`src/hw/rtl/assert_macros.svh`:
```
// assertion macros used by the top-level rtl file
`ifndef ASSERT_MACROS_SVH
`define ASSERT_MACROS_SVH

// implication checked in the same cycle
`define CAU_ASSERT_IMP(lbl, ante, cons, msg) \
  lbl: assert property (@(posedge clk) disable iff (rst) (ante) |-> (cons)) else $error(msg);

// implication checked in the next cycle
`define CAU_ASSERT_NXT(lbl, ante, cons, msg) \
  lbl: assert property (@(posedge clk) disable iff (rst) (ante) |=> (cons)) else $error(msg);

`endif

```
`src/hw/rtl/cau_pkg.sv`:
```
// shared constants and types of the complex arithmetic unit
package cau_pkg;
  localparam int DATA_WIDTH_DEF = 32;
  localparam int FRAC_BITS_DEF  = 16;

  localparam logic [1:0] CMD_ADD = 2'd0;
  localparam logic [1:0] CMD_SUB = 2'd1;
  localparam logic [1:0] CMD_MUL = 2'd2;
  localparam logic [1:0] CMD_DIV = 2'd3;

  localparam logic [1:0] ST_OK  = 2'd0;
  localparam logic [1:0] ST_SAT = 2'd1;
  localparam logic [1:0] ST_DZ  = 2'd2;

  typedef struct packed {
    logic valid;
    logic is_div;
    logic dz;
    logic neg_re;
    logic neg_im;
    logic ovf_re;
    logic ovf_im;
  } ctl_t;
endpackage

```
`src/hw/rtl/cau_back.sv`:
```
// sign restore, saturation and status register
module cau_back #(
  parameter int DATA_WIDTH = 32,
  parameter int FRAC_BITS  = 16
) (
  input  logic                            clk,
  input  logic                            rst,
  input  cau_pkg::ctl_t                   ctl,
  input  logic [3*DATA_WIDTH+FRAC_BITS:0] rem_re,
  input  logic [3*DATA_WIDTH+FRAC_BITS:0] rem_im,
  input  logic [DATA_WIDTH-1:0]           q_re,
  input  logic [DATA_WIDTH-1:0]           q_im,
  output logic                            done,
  output logic signed [DATA_WIDTH-1:0]    result_real,
  output logic signed [DATA_WIDTH-1:0]    result_imag,
  output logic [1:0]                      status
);
  import cau_pkg::*;

  localparam int W  = DATA_WIDTH;
  localparam int XW = 3 * W + FRAC_BITS + 1;

  // returns {over, value}
  function automatic logic [W:0] sat_part(input logic neg, input logic ovf,
                                          input logic [XW-1:0] m);
    logic [XW-1:0] lim;
    logic          over;
    logic [W-1:0]  val;
    lim  = neg ? (XW'(1) << (W-1)) : ((XW'(1) << (W-1)) - XW'(1));
    over = ovf || (m > lim);
    if (over) begin
      val = neg ? {1'b1, {(W-1){1'b0}}} : {1'b0, {(W-1){1'b1}}};
    end else begin
      val = neg ? (~m[W-1:0] + 1'b1) : m[W-1:0];
    end
    return {over, val};
  endfunction

  logic [XW-1:0] m_re, m_im;
  logic [W:0]    s_re, s_im;

  always_comb begin
    m_re = ctl.is_div ? XW'(q_re) : rem_re;
    m_im = ctl.is_div ? XW'(q_im) : rem_im;
    s_re = sat_part(ctl.neg_re, ctl.ovf_re, m_re);
    s_im = sat_part(ctl.neg_im, ctl.ovf_im, m_im);
  end

  always_ff @(posedge clk) begin
    if (rst) begin
      done        <= 1'b0;
      result_real <= '0;
      result_imag <= '0;
      status      <= ST_OK;
    end else begin
      done <= ctl.valid;
      if (!ctl.valid || ctl.dz) begin
        result_real <= '0;
        result_imag <= '0;
      end else begin
        result_real <= s_re[W-1:0];
        result_imag <= s_im[W-1:0];
      end
      if (!ctl.valid) begin
        status <= ST_OK;
      end else if (ctl.dz) begin
        status <= ST_DZ;
      end else if (s_re[W] || s_im[W]) begin
        status <= ST_SAT;
      end else begin
        status <= ST_OK;
      end
    end
  end
endmodule

```
`config.mk`:
```
export PLATFORM = sky130hd
export DESIGN_NAME = cau_back
export DESIGN_NICKNAME = d
export VERILOG_FILES = /design/src/hw/rtl/assert_macros.svh /design/src/hw/rtl/cau_pkg.sv /design/src/hw/rtl/cau_back.sv
export SDC_FILE = /design/constraint.sdc
export NUM_CORES = 1
export LEC_CHECK = 0
export BUFFER_PORTS_ARGS = -buffer_cell sky130_fd_sc_hd__clkbuf_2
export CAP_MARGIN = 10
export CORE_AREA = 2 2 143 145
export CTS_BUF_LIST = sky130_fd_sc_hd__clkbuf_4
export CTS_CLUSTER_DIAMETER = 80
export DETAILED_ROUTE_END_ITERATION = 10
export DIE_AREA = 0 0 145 147
export GPL_TIMING_DRIVEN = 1
export SLEW_MARGIN = 20
export SYNTH_ARGS = -nofsm -noshare
export SYNTH_HDL_FRONTEND = slang
export SYNTH_SLANG_ARGS = --single-unit
```
`constraint.sdc`:
```
create_clock -name clk -period 5.46 [get_ports clk]
set_input_delay 0.819 -clock clk [delete_from_list [all_inputs] [get_ports clk]]
set_output_delay 0.819 -clock clk [all_outputs]
set_load 0.005 [all_outputs]
```
==> results.cfg <==
[worst_hold_path]
hold_depth = 2
hp-class = input port to flop

[place]
portBuffers = 365
place.gp.congestion = 0.901
dp_hpwl_um = 21600
dp_cells = 1504
pre_cts_slack_ns = 0.567

[critical_path]
path_class = input port to flop
end_kind = flop
start_kind = input port
cp_data_arrival_time_ns = 4.73
cp_max_fo = 57
worstPathRequired_ns = 5.81

[timing]
relSlewSlack = 0.339
tns_ns = 0
finalHoldViolations = 0
fmax_mhz = 228
setup_viol = 0
tightest_slew_ns = 0.989
report.final.slew_viol_count = 0
finalCritPeriodShare = 0.803
period_minus_slack_ns = 4.38
worst_slack_ns = 1.08
rsz0062_at_grt = false

[synth]
seq_area_frac_synth = 0.196
syn_inst = 885
synth_cell_types = 71
avgSynthCellArea_um2 = 7.72
synth_area_um2 = 6830
yosys_warnings = 0
synth_ff_type = dfxtp_1
synth_top_area_share = 0.196
synth.area.top_cells = dfxtp_1 20%, ha_1 12%, mux2i_1 10%
syn_nets = 1250
ys_ff_latch = 67
synth_common_cells = 71 x mux2i_1, 71 x nand2_1, 69 x a21oi_1
synth_edf_count = 0
synth_area_leader_cell = dfxtp_1
async_reset_ff_frac = 0

[layout]
seq_area_um2 = 1340
fill_cells = 2013
multiInputGateArea_um2 = 5090
syn_to_final_growth_pct = 35.2
drive_gt1_frac = 0.367
finalNonFillerCells = 1521
final_nets = 1610

[route]
vias = 8213
post_drt_wl_per_cell_um = 17.3
dr.pass1.iters = 5
via_per_inst = 5.40
initialDrtViolationCount = 348
drc = 0
drt_wl_total_um = 26200
ant_nets = 0

[floorplanning]
ios = 366
die_area_um2 = 21300
rows = 52
start_util = 0.344
die_w_um = 145
die_h_um = 147
core_um2 = 19800

[outcome]
status = finished, final reports clean

[global_routing]
grt_usage = 0.244
antenna_found_initial = 1
grt_overflow = 0
grt_pass1_vias = 7842
grt_max_degree = 58
grt_pass1_wl_um = 41400

[clocking]
cts_buffers = 9
clkSinkCount = 67
ctsResizeCount = 0
cts_tree = yes
cts_buffer_depth = 2
postCtsSetupRepairBufs = 0
clk_pin_slew_ns = 0.11
hold_buffers = 0
root_buffer = clkbuf_4
htree_levels = 3

[power]
p_leak_nw = 4.63
power_density_nw_per_um2 = 161
vdd_ir_drop_max_v = 0.000105
p_total_mw = 1.48

[flow_run]
drv_cap = 0
## stage by stage
step | instance area, um2 | hold WS, ns | util
2_1_floorplan | 6830 | 0.917 | -
3_5_place_dp | 9050 | 1.02 | 0.456
5_1_grt | 9230 | 0.535 | 0.465
4_1_cts | 9230 | 0.513 | 0.465
3_3_place_gp | 9050 | 1.01 | 0.456
6_report | 9230 | 0.554 | 0.465
## critical path: stages
cell and delay, ns:
buf_4 0.59, buf_12 0.30, mux2i_1 0.34, inv_1 0.10, ha_1 0.31, nand3_1 0.12
nor4_1 0.52, nand4_1 0.27, a21boi_1 0.22, a221oi_4 0.22, buf_4 0.47, a21oi_1 0.13
a31o_2 0.25
## cells by family (layout without fill, tap and decap cells)
group	count (synthesis)	after routing	synth area share
muxes	82	82	0.122
DFF	67	67	0.196
adders and majority gates	66	66	0.121
other	0	1	0
AOI/OAI and AO/OA	240	240	0.236
xor gates and xnor gates	3	3	0.00385
and+or+nand+nor	322	322	0.258
buffers and inverters	105	470	0.0625
## final cells by class
type	instances	area share
diodes	1	0.000271
clock buffers	9	0.00732
clock inverters	7	0.0126
inverters	62	0.0252
multi-input cells	713	0.551
flip-flops and latches	67	0.145
well taps	270	0.0366
repair buffers	392	0.221
## sequential cells by signal, indices dropped and copies added (netlist names)
register,cells
result_imag,32
result_real,32
status,2
done,1
## layout by cell type, fill, tap and decap left out, types with 11 or more instances in the layout
cell      count
nor3_1       29
nand3_1      45
mux2i_1      71
nor2_1       32
a211oi_1     12
nand4_1      21
a21o_1       22
a31o_2       25
nor4_1       61
inv_1        60
clkbuf_2    364
o21ai_0      46
nand2_1      71
ha_1         66
a21oi_1      69
buf_4        27
dfxtp_1      67
mux2_2       11
## power by group
| group | total, mW | internal, mW | switching (mW) |
|---|---|---|---|
| Combinational | 0.531 | 0.233 | 0.297 |
| Sequential | 0.509 | 0.504 | 0.00542 |
| Clock | 0.443 | 0.230 | 0.212 |
| Total | 1.48 | 0.968 | 0.515 |
## per-layer routing
metal | GRT usage | part of all wire | wire, um | vias up
met1 | 0.285 | 0.41 | 10800 | 3709
li1 | - | - | - | 4128
met3 | 0.0537 | 0.061 | 1590 | 42
met4 | 0.0866 | 0.033 | 879 | 0
met5 | 0 | 0 | 0 | -
met2 | 0.438 | 0.49 | 13000 | 334
## final timing paths
check	start	end	slack, ns
min	rst	done	0.55
max	ctl[5]	result_imag[3]	1.08
(Power assumes the default switching activity.)
