## src/hw/rtl/assert_macros.svh

```systemverilog
// assertion macros used by the top-level rtl file
`ifndef ASSERT_MACROS_SVH
`define ASSERT_MACROS_SVH

// implication checked in the same cycle
`define CAU_ASSERT_IMP(lbl, ante, cons, msg) \
  lbl: assert property (@(posedge clk) disable iff (rst) (ante) |-> (cons)) else $error(msg);

// implication checked in the next cycle
`define CAU_ASSERT_NXT(lbl, ante, cons, msg) \
  lbl: assert property (@(posedge clk) disable iff (rst) (ante) |=> (cons)) else $error(msg);

`endif

```

## src/hw/rtl/cau_pkg.sv

```systemverilog
// shared constants and types of the complex arithmetic unit
package cau_pkg;
  localparam int DATA_WIDTH_DEF = 32;
  localparam int FRAC_BITS_DEF  = 16;

  localparam logic [1:0] CMD_ADD = 2'd0;
  localparam logic [1:0] CMD_SUB = 2'd1;
  localparam logic [1:0] CMD_MUL = 2'd2;
  localparam logic [1:0] CMD_DIV = 2'd3;

  localparam logic [1:0] ST_OK  = 2'd0;
  localparam logic [1:0] ST_SAT = 2'd1;
  localparam logic [1:0] ST_DZ  = 2'd2;

  typedef struct packed {
    logic valid;
    logic is_div;
    logic dz;
    logic neg_re;
    logic neg_im;
    logic ovf_re;
    logic ovf_im;
  } ctl_t;
endpackage

```

## src/hw/rtl/cau_div_stage.sv

```systemverilog
// one restoring division step for both parts, quotient bit K
module cau_div_stage #(
  parameter int DATA_WIDTH = 32,
  parameter int FRAC_BITS  = 16,
  parameter int K          = 0
) (
  input  logic                            clk,
  input  logic                            rst,
  input  cau_pkg::ctl_t                   ctl_in,
  input  logic [3*DATA_WIDTH+FRAC_BITS:0] rem_re_in,
  input  logic [3*DATA_WIDTH+FRAC_BITS:0] rem_im_in,
  input  logic [3*DATA_WIDTH+FRAC_BITS:0] den_in,
  input  logic [DATA_WIDTH-1:0]           q_re_in,
  input  logic [DATA_WIDTH-1:0]           q_im_in,
  output cau_pkg::ctl_t                   ctl_out,
  output logic [3*DATA_WIDTH+FRAC_BITS:0] rem_re_out,
  output logic [3*DATA_WIDTH+FRAC_BITS:0] rem_im_out,
  output logic [3*DATA_WIDTH+FRAC_BITS:0] den_out,
  output logic [DATA_WIDTH-1:0]           q_re_out,
  output logic [DATA_WIDTH-1:0]           q_im_out
);
  import cau_pkg::*;

  localparam int XW = 3 * DATA_WIDTH + FRAC_BITS + 1;

  logic [XW-1:0]         sh;
  logic                  take_re, take_im;
  logic [DATA_WIDTH-1:0] q_re_next, q_im_next;

  always_comb begin
    sh      = den_in << K;
    take_re = ctl_in.is_div && !ctl_in.dz && !ctl_in.ovf_re && (rem_re_in >= sh);
    take_im = ctl_in.is_div && !ctl_in.dz && !ctl_in.ovf_im && (rem_im_in >= sh);
    q_re_next    = q_re_in;
    q_im_next    = q_im_in;
    q_re_next[K] = take_re;
    q_im_next[K] = take_im;
  end

  always_ff @(posedge clk) begin
    if (rst) begin
      ctl_out <= '0;
    end else begin
      ctl_out <= ctl_in;
    end
    rem_re_out <= take_re ? (rem_re_in - sh) : rem_re_in;
    rem_im_out <= take_im ? (rem_im_in - sh) : rem_im_in;
    den_out    <= den_in;
    q_re_out   <= q_re_next;
    q_im_out   <= q_im_next;
  end
endmodule

```

## config.mk

```make
export PLATFORM = sky130hd
export DESIGN_NAME = cau_div_stage
export DESIGN_NICKNAME = d
export VERILOG_FILES = /design/src/hw/rtl/assert_macros.svh /design/src/hw/rtl/cau_pkg.sv /design/src/hw/rtl/cau_div_stage.sv
export SDC_FILE = /design/constraint.sdc
export NUM_CORES = 1
export LEC_CHECK = 0
export BUFFER_PORTS_ARGS = -buffer_cell sky130_fd_sc_hd__buf_4
export CAP_MARGIN = 20
export CORE_AREA = 2 2 325 327
export CTS_CLUSTER_DIAMETER = 150
export DETAILED_ROUTE_END_ITERATION = 10
export DIE_AREA = 0 0 327 329
export PLACE_DENSITY = 0.51
export SYNTH_ARGS = -nofsm -noshare
export SYNTH_HDL_FRONTEND = slang
export SYNTH_SLANG_ARGS = --single-unit
```

## constraint.sdc

```tcl
create_clock -name clk -period 8.6 [get_ports clk]
set_clock_uncertainty 0.2 [all_clocks]
set_input_delay 0.43 -clock clk [delete_from_list [all_inputs] [get_ports clk]]
set_output_delay 0.43 -clock clk [all_outputs]
set_load 0.05 [all_outputs]
```

==> results.md, run 1 <==
* VDD IR max at 0.200 mV
* Final setup viols at 0
* P&R area growth vs syn at 50.7%
* Path type of the worst setup path: input port to register
* Post-placement cell area at 33300 um2
* Critical Path Sink Type: register
* Syn Inst Count at 3346
* GP Congestion at 0.924
* Bufs and invs on worst path at 5
* Post-CTS Hold Buffers at 412
* PortBufs at 819
* Maximum clock path buffer count at 3
* HP Start: rem_im_in[77]
* Antenna violations before repair at 22
* Die width at 327 um
* Starting Density at 24.9%
* Detailed Place HPWL at 108000 um
* GRT Util Overall at 22.8%
* Share of async-settable or async-resettable flops after synthesis at 0%
* GRT overflow at 0
* Most frequent cell on the critical path: buf_4
* Post-route design area at 39200 um2
* Worst Max-Slew Pin Slew at 1140 ps
* Slowest-stage cell, CP: a2111oi_2
* Number of global-route vias before repair at 28959
* Row count at 119
* Startpoint Class: input port
* LEAKAGE at 18.0 nW
* Post-Syn Nets at 3986
* PwrDens at 175 nW/um2
* Num CTS Buffers at 51
* Postcts setup bufs at 0
* Ys Warns at 0
* Status: finished clean
* DR iter-0 viols at 1795
* Core ar. at 104000 um2
* Die height at 329 um
* Sequential element share of the synthesized area at 31.5%
* TritonCTS Sinks at 410
* Mean Syn Cell Area at 7.78 um2
* First-pass GRT wire length at 186000 um
* Post-synthesis cell type count at 84
* CTS H-Tree Depth at 2
* Number of max-cap violations at 0
* Critical path cell sequence: dlygate4sd3_1, buf_4, inv_1, ha_1, nand3_1, nor3_2, nand4_1, o21ai_1, o2111ai_1, a2111oi_2, o21ai_2, o211ai_4, buf_4, buf_4, mux2_1
* CP Data Required Time at 8920 ps
* DRC violations left at 0
* Max transition margin at 23.7%
* Layout cells sized above 1 at 21.3%
* Tmin final at 5900 ps
* Io pins at 822
* Crit-path max cell delay at 840 ps
* Hold slack at 53.4 ps
* Period utilisation layout at 68.6%
* Worst-path clk slew at 60 ps
* Min-Delay Endpoint: rem_im_out[77]$_DFF_P_
* Pins Over Slew Limit at 0
* Fill cells at 10821
* Synth Flop Type: dfxtp_1
* Root buffer cell: clkbuf_16
* Pin count of the biggest net entering global routing at 127
* Cell area after synthesis at 26000 um2
* Hold crit path type: input port to register
* Worst hold path depth at 3
* RSZ-0062 raised after global routing: false
* Final nets at 5116
* CTS-repair resized insts at 0
* Vias per inst at 4.86
* Fin. Hold Viols at 0
* TritonCTS clock tree: done
* Register bit total from synthesis at 410
* Setup TNS at 0 ps
* Via Count at 28755
* Final ANT Viol Nets at 0
* Crit Path Max Fanout at 55
* Die ar. at 108000 um2
* Max Clock Freq at 0.169 GHz
* Post-synth EDFFs at 0
* WP data arrival at 6220 ps
* Wire per inst at 21.8 um
* DR pass1 iterations at 5
* DRT Wirelength at 129000 um
* Crit path max-delay family: compound AO/OA/AOI/OAI gates
synthesized netlist by cell type, drive strengths merged (13+ instances only):
cell type    n  share of area, %
a21oi      432               8.3
dfxtp      410                32
nand2      359               5.2
o21ai      300               5.8
nor2       279               4.0
ha         226                11
inv        187               2.7
xnor2      128               4.3
a21o       121               3.5
nand4      105               2.5
clkbuf      92               1.3
xor2        85               2.9
buf         73               1.6
o21bai      67               1.9
nand3       54               1.1
nor3        49              0.96
a31oi       32              0.77
o21a        30              0.87
mux2        25               1.1
nand2b      23              0.55
and3        21              0.50
nor2b       19              0.46
o31ai       19              0.64
and2        16              0.38
or3         16              0.38
a21boi      15              0.43
nor4        15              0.38
a211oi      14              0.42
and4        14              0.47
o211ai      13              0.43
stage by stage:
| step | power, mW | utilization (%) | setup WS (ps) | std cells |
|---|---|---|---|---|
| 6_report | 6.86 | 37.6 | 2700 | 5919 |
| 5_1_grt | 7.17 | 37.6 | 2560 | 5916 |
| 4_1_cts | 6.91 | 37.6 | 2790 | 5909 |
| 3_5_place_dp | 4.39 | 31.9 | 2670 | 5402 |
| 3_3_place_gp | 4.40 | 31.9 | 2670 | 5402 |
| 2_1_floorplan | 3.58 | - | 5100 | 3346 |
flip-flops by register name, summed over array words and instances (netlist names):
| register | cells |
|---|---|
| q_re_out | 32 |
| rem_re_out | 113 |
| ctl_out | 7 |
| den_out | 113 |
| rem_im_out | 113 |
| q_im_out | 32 |
power by group:
group	total [mW]	internal, mW	switching [mW]	leakage [nW]
Combinational	2.47	0.903	1.56	13.6
Sequential	2.07	2.03	0.0426	3.46
Clock	2.31	1.37	0.947	0.886
worst max path at each step:
stage / endpoint / depth (start not counted) / slack, ps / start
finish: rem_re_out[61]$_DFF_P_ / 15 / 2700 / den_in[21]
global route: rem_re_out[61]$_DFF_P_ / 15 / 2560 / den_in[21]
CTS: rem_re_out[61]$_DFF_P_ / 15 / 2790 / den_in[21]
detailed placement: rem_re_out[62]$_DFF_P_ / 14 / 2670 / den_in[21]
global placement: rem_re_out[62]$_DFF_P_ / 14 / 2670 / den_in[21]
floorplan: rem_re_out[94]$_DFF_P_ / 14 / 5100 / rem_re_in[0]
cells in the final DEF (no fill, tap or decap), types with 13 or more instances in the layout:
cell type,n
a21boi_0,14
o21bai_1,67
xnor2_1,128
and4_1,14
a31oi_1,32
o31ai_1,16
or3_1,16
nand3_1,53
nor3_1,48
nor4_1,14
o21ai_0,276
ha_1,226
buf_4,828
dlygate4sd3_1,412
nand4_1,105
inv_1,187
o21a_1,30
and3_1,21
nor2b_1,19
a211oi_1,13
o21ai_1,21
a21o_1,121
nand2_1,359
dfxtp_1,410
clkbuf_16,51
a21oi_1,431
mux2_2,13
xor2_1,85
and2_1,16
nor2_1,279
nand2b_1,23
layout make-up:
class,count,area (um2),share of cell area (%)
timing repair buffer,1242,10400,26.5
clock buffer,67,1430,3.64
sequential,410,8210,20.9
multi-input combinational,2584,16400,41.7
clock inverter,28,379,0.966
inverter,187,702,1.79
antenna,10,25.0,0.0638
tap,1391,1740,4.44
cells by family after synthesis:
group,Yosys count,share of synthesized area [%]
mux,27,1.16
buf+inv,352,5.63
fa+ha+maj,228,11.0
simple gates,1000,17.8
compound gates,1116,25.7
flops,410,31.5
xor+xnor,213,7.17
layer usage:
layer | wire [um] | vias to the layer above | share of wire [%] | track usage [%]
li1 | - | 14188 | - | -
met2 | 63100 | 823 | 49 | 40.1
met1 | 56400 | 13562 | 44 | 28.8
met4 | 3300 | 18 | 2.6 | 6.28
met3 | 6080 | 164 | 4.7 | 3.33
met5 | 117 | - | 0.091 | 0
Power figures use the tool's default switching activity.
==> inputs of run 2 (changes only) <==
- PLACE_DENSITY: 0.51 -> 0.53
- clock period: 8.6 -> 5 ns (I/O delays scaled with it)
==> results.md, run 2 (same netlist as run 1, synthesis figures left out) <==
* Status: finished clean
* TritonCTS clock tree: done
* Bufs and invs on worst path at 6 (+1)
* GRT overflow at 0 (unchanged)
* Crit-path max cell delay at 570 ps (-270 ps)
* WP data arrival at 4970 ps (-1250 ps)
* Final setup viols at 0 (unchanged)
* PwrDens at 298 nW/um2 (+70%)
* Num CTS Buffers at 51 (unchanged)
* DRT Wirelength at 132000 um (+2.4%)
* Most frequent cell on the critical path: buf_4
* Detailed Place HPWL at 110000 um (+2.4%)
* Critical Path Sink Type: register
* Vias per inst at 4.93 (+1.4%)
* Most common cell after layout, fill and taps aside: buf_4
* P&R area growth vs syn at 52.3%
* Cell count along the critical path at 19 (+4)
* GP Congestion at 0.932 (+0.82%)
* Top Registers: den_out (113), rem_im_out (113), rem_re_out (113)
* Via Count at 29459 (+2.4%)
* Worst-path clk slew at 60 ps (about the same)
* Most frequent cells in the layout: 885 x buf_4, 431 x a21oi_1, 414 x dlygate4sd3_1
* Hold crit path type: input port to register
* Setup TNS at 0 ps (unchanged)
* CTS-repair resized insts at 0 (unchanged)
* Post-CTS Hold Buffers at 414 (+0.49%)
* Path type of the worst setup path: input port to register
* Inst Count DP at 5461 (+1.1%)
* Max transition margin at 44.3% (+21 points)
* Final nets at 5177 (+1.2%)
* Layout cells sized above 1 at 22.3% (+0.95 points)
* Crit path max-delay family: compound AO/OA/AOI/OAI gates
* Max Clock Freq at 0.215 GHz
* Maximum clock path buffer count at 3 (unchanged)
* Row count at 119 (unchanged)
* Pins Over Slew Limit at 0 (unchanged)
* Pin count of the biggest net entering global routing at 107 (-16%)
* LEAKAGE at 18.2 nW (+1.5%)
* Core ar. at 104000 um2 (unchanged)
* Die height at 329 um (unchanged)
* Wire per inst at 22.1 um (+1.4%)
* Startpoint Class: input port
* Number of global-route vias before repair at 29637 (+2.3%)
* First-pass GRT wire length at 190000 um (+2.2%)
* Critical Path Sink: rem_re_out[106]$_DFF_P_
* Period utilisation layout at 92.9%
* CP Data Required Time at 5330 ps (-3590 ps)
* CTS H-Tree Depth at 2 (unchanged)
* Hold slack at 58.4 ps (+5.00 ps)
* Die width at 327 um (unchanged)
* Critical path cell sequence: dlygate4sd3_1, buf_4, inv_1, ha_1, fa_1, nand2b_1, a21oi_1, o21ai_0, a2111oi_1, buf_4, o31ai_1, buf_4, a21oi_1, buf_4, o21ai_0, nand3_1, a311o_1, nor4b_1, nor3_1
* Fin. Hold Viols at 0 (unchanged)
* GRT Util Overall at 23.4% (+0.59 points)
* Number of max-cap violations at 0 (unchanged)
* Worst hold path depth at 2 (-1)
* Start point of the critical path: rem_re_in[0]
* DR iter-0 viols at 2013 (+12%)
* Layout Cells excl Fill at 5978 (+1.0%)
* DRC violations left at 0 (unchanged)
* Antenna violations before repair at 14 (-36%)
* Worst Max-Slew Pin Slew at 827 ps (-317 ps)
* Die ar. at 108000 um2 (unchanged)
* PortBufs at 819 (unchanged)
* Final ANT Viol Nets at 0 (unchanged)
* VDD IR max at 0.268 mV (+34%)
* Postcts setup bufs at 0 (unchanged)
* Tmin final at 4650 ps
* TritonCTS Sinks at 410 (unchanged)
* Io pins at 822 (unchanged)
* Crit Path Max Fanout at 4 (-93%)
* RSZ-0062 raised after global routing: false
* Root buffer cell: clkbuf_16
* Slowest-stage cell, CP: o21ai_0
* DR pass1 iterations at 6 (+1)
* Starting Density at 24.9% (unchanged)
run 2: layout make-up:
| class | instances | area [um2] |
|---|---|---|
| fill | 10801 | 64700 |
| multi-input combinational | 2584 | 16400 |
| timing repair buffer | 1303 | 10900 |
| sequential | 410 | 8210 |
| tap | 1391 | 1740 |
| clock buffer | 67 | 1440 |
| inverter | 187 | 702 |
| clock inverter | 25 | 288 |
| antenna | 11 | 27.5 |
run 2: stage by stage:
| step | instance area [um2] | util, % | power, mW | worst slack [ps] |
|---|---|---|---|---|
| CTS | 39600 | 38.0 | 11.9 | 290 |
| finish | 39600 | 38.0 | 11.8 | 355 |
| global placement | 33700 | 32.3 | 7.66 | 222 |
| detailed placement | 33700 | 32.3 | 7.65 | 208 |
| global route | 39600 | 38.0 | 12.3 | 78.1 |
| floorplan | 26000 | - | 6.16 | 1680 |
run 2: worst min-delay path by stage:
stage                 from                    to
6_report        den_in[77]   den_out[77]$_DFF_P_
2_1_floorplan    den_in[0]    den_out[0]$_DFF_P_
3_3_place_gp   q_re_in[17]  q_re_out[17]$_DFF_P_
4_1_cts        q_im_in[27]  q_im_out[27]$_DFF_P_
3_5_place_dp    q_im_in[7]   q_im_out[7]$_DFF_P_
5_1_grt        q_im_in[18]  q_im_out[18]$_DFF_P_
run 2: per-layer routing:
layer  routed length (um)  track usage [%]  vias to the layer above  share of wire, %
li1                     -                -                    14256                 -
met1                56400             29.5                    14023                43
met2                64000             40.7                      985                48
met3                 7730             3.69                      187               5.9
met4                 4050             7.28                        8               3.1
met5                   46                0                        -             0.035
run 2: power by group:
group | total (mW) | switching (mW) | internal, mW
logic | 4.34 | 2.75 | 1.60
registers | 3.57 | 0.0742 | 3.49
clock network | 3.89 | 1.64 | 2.25
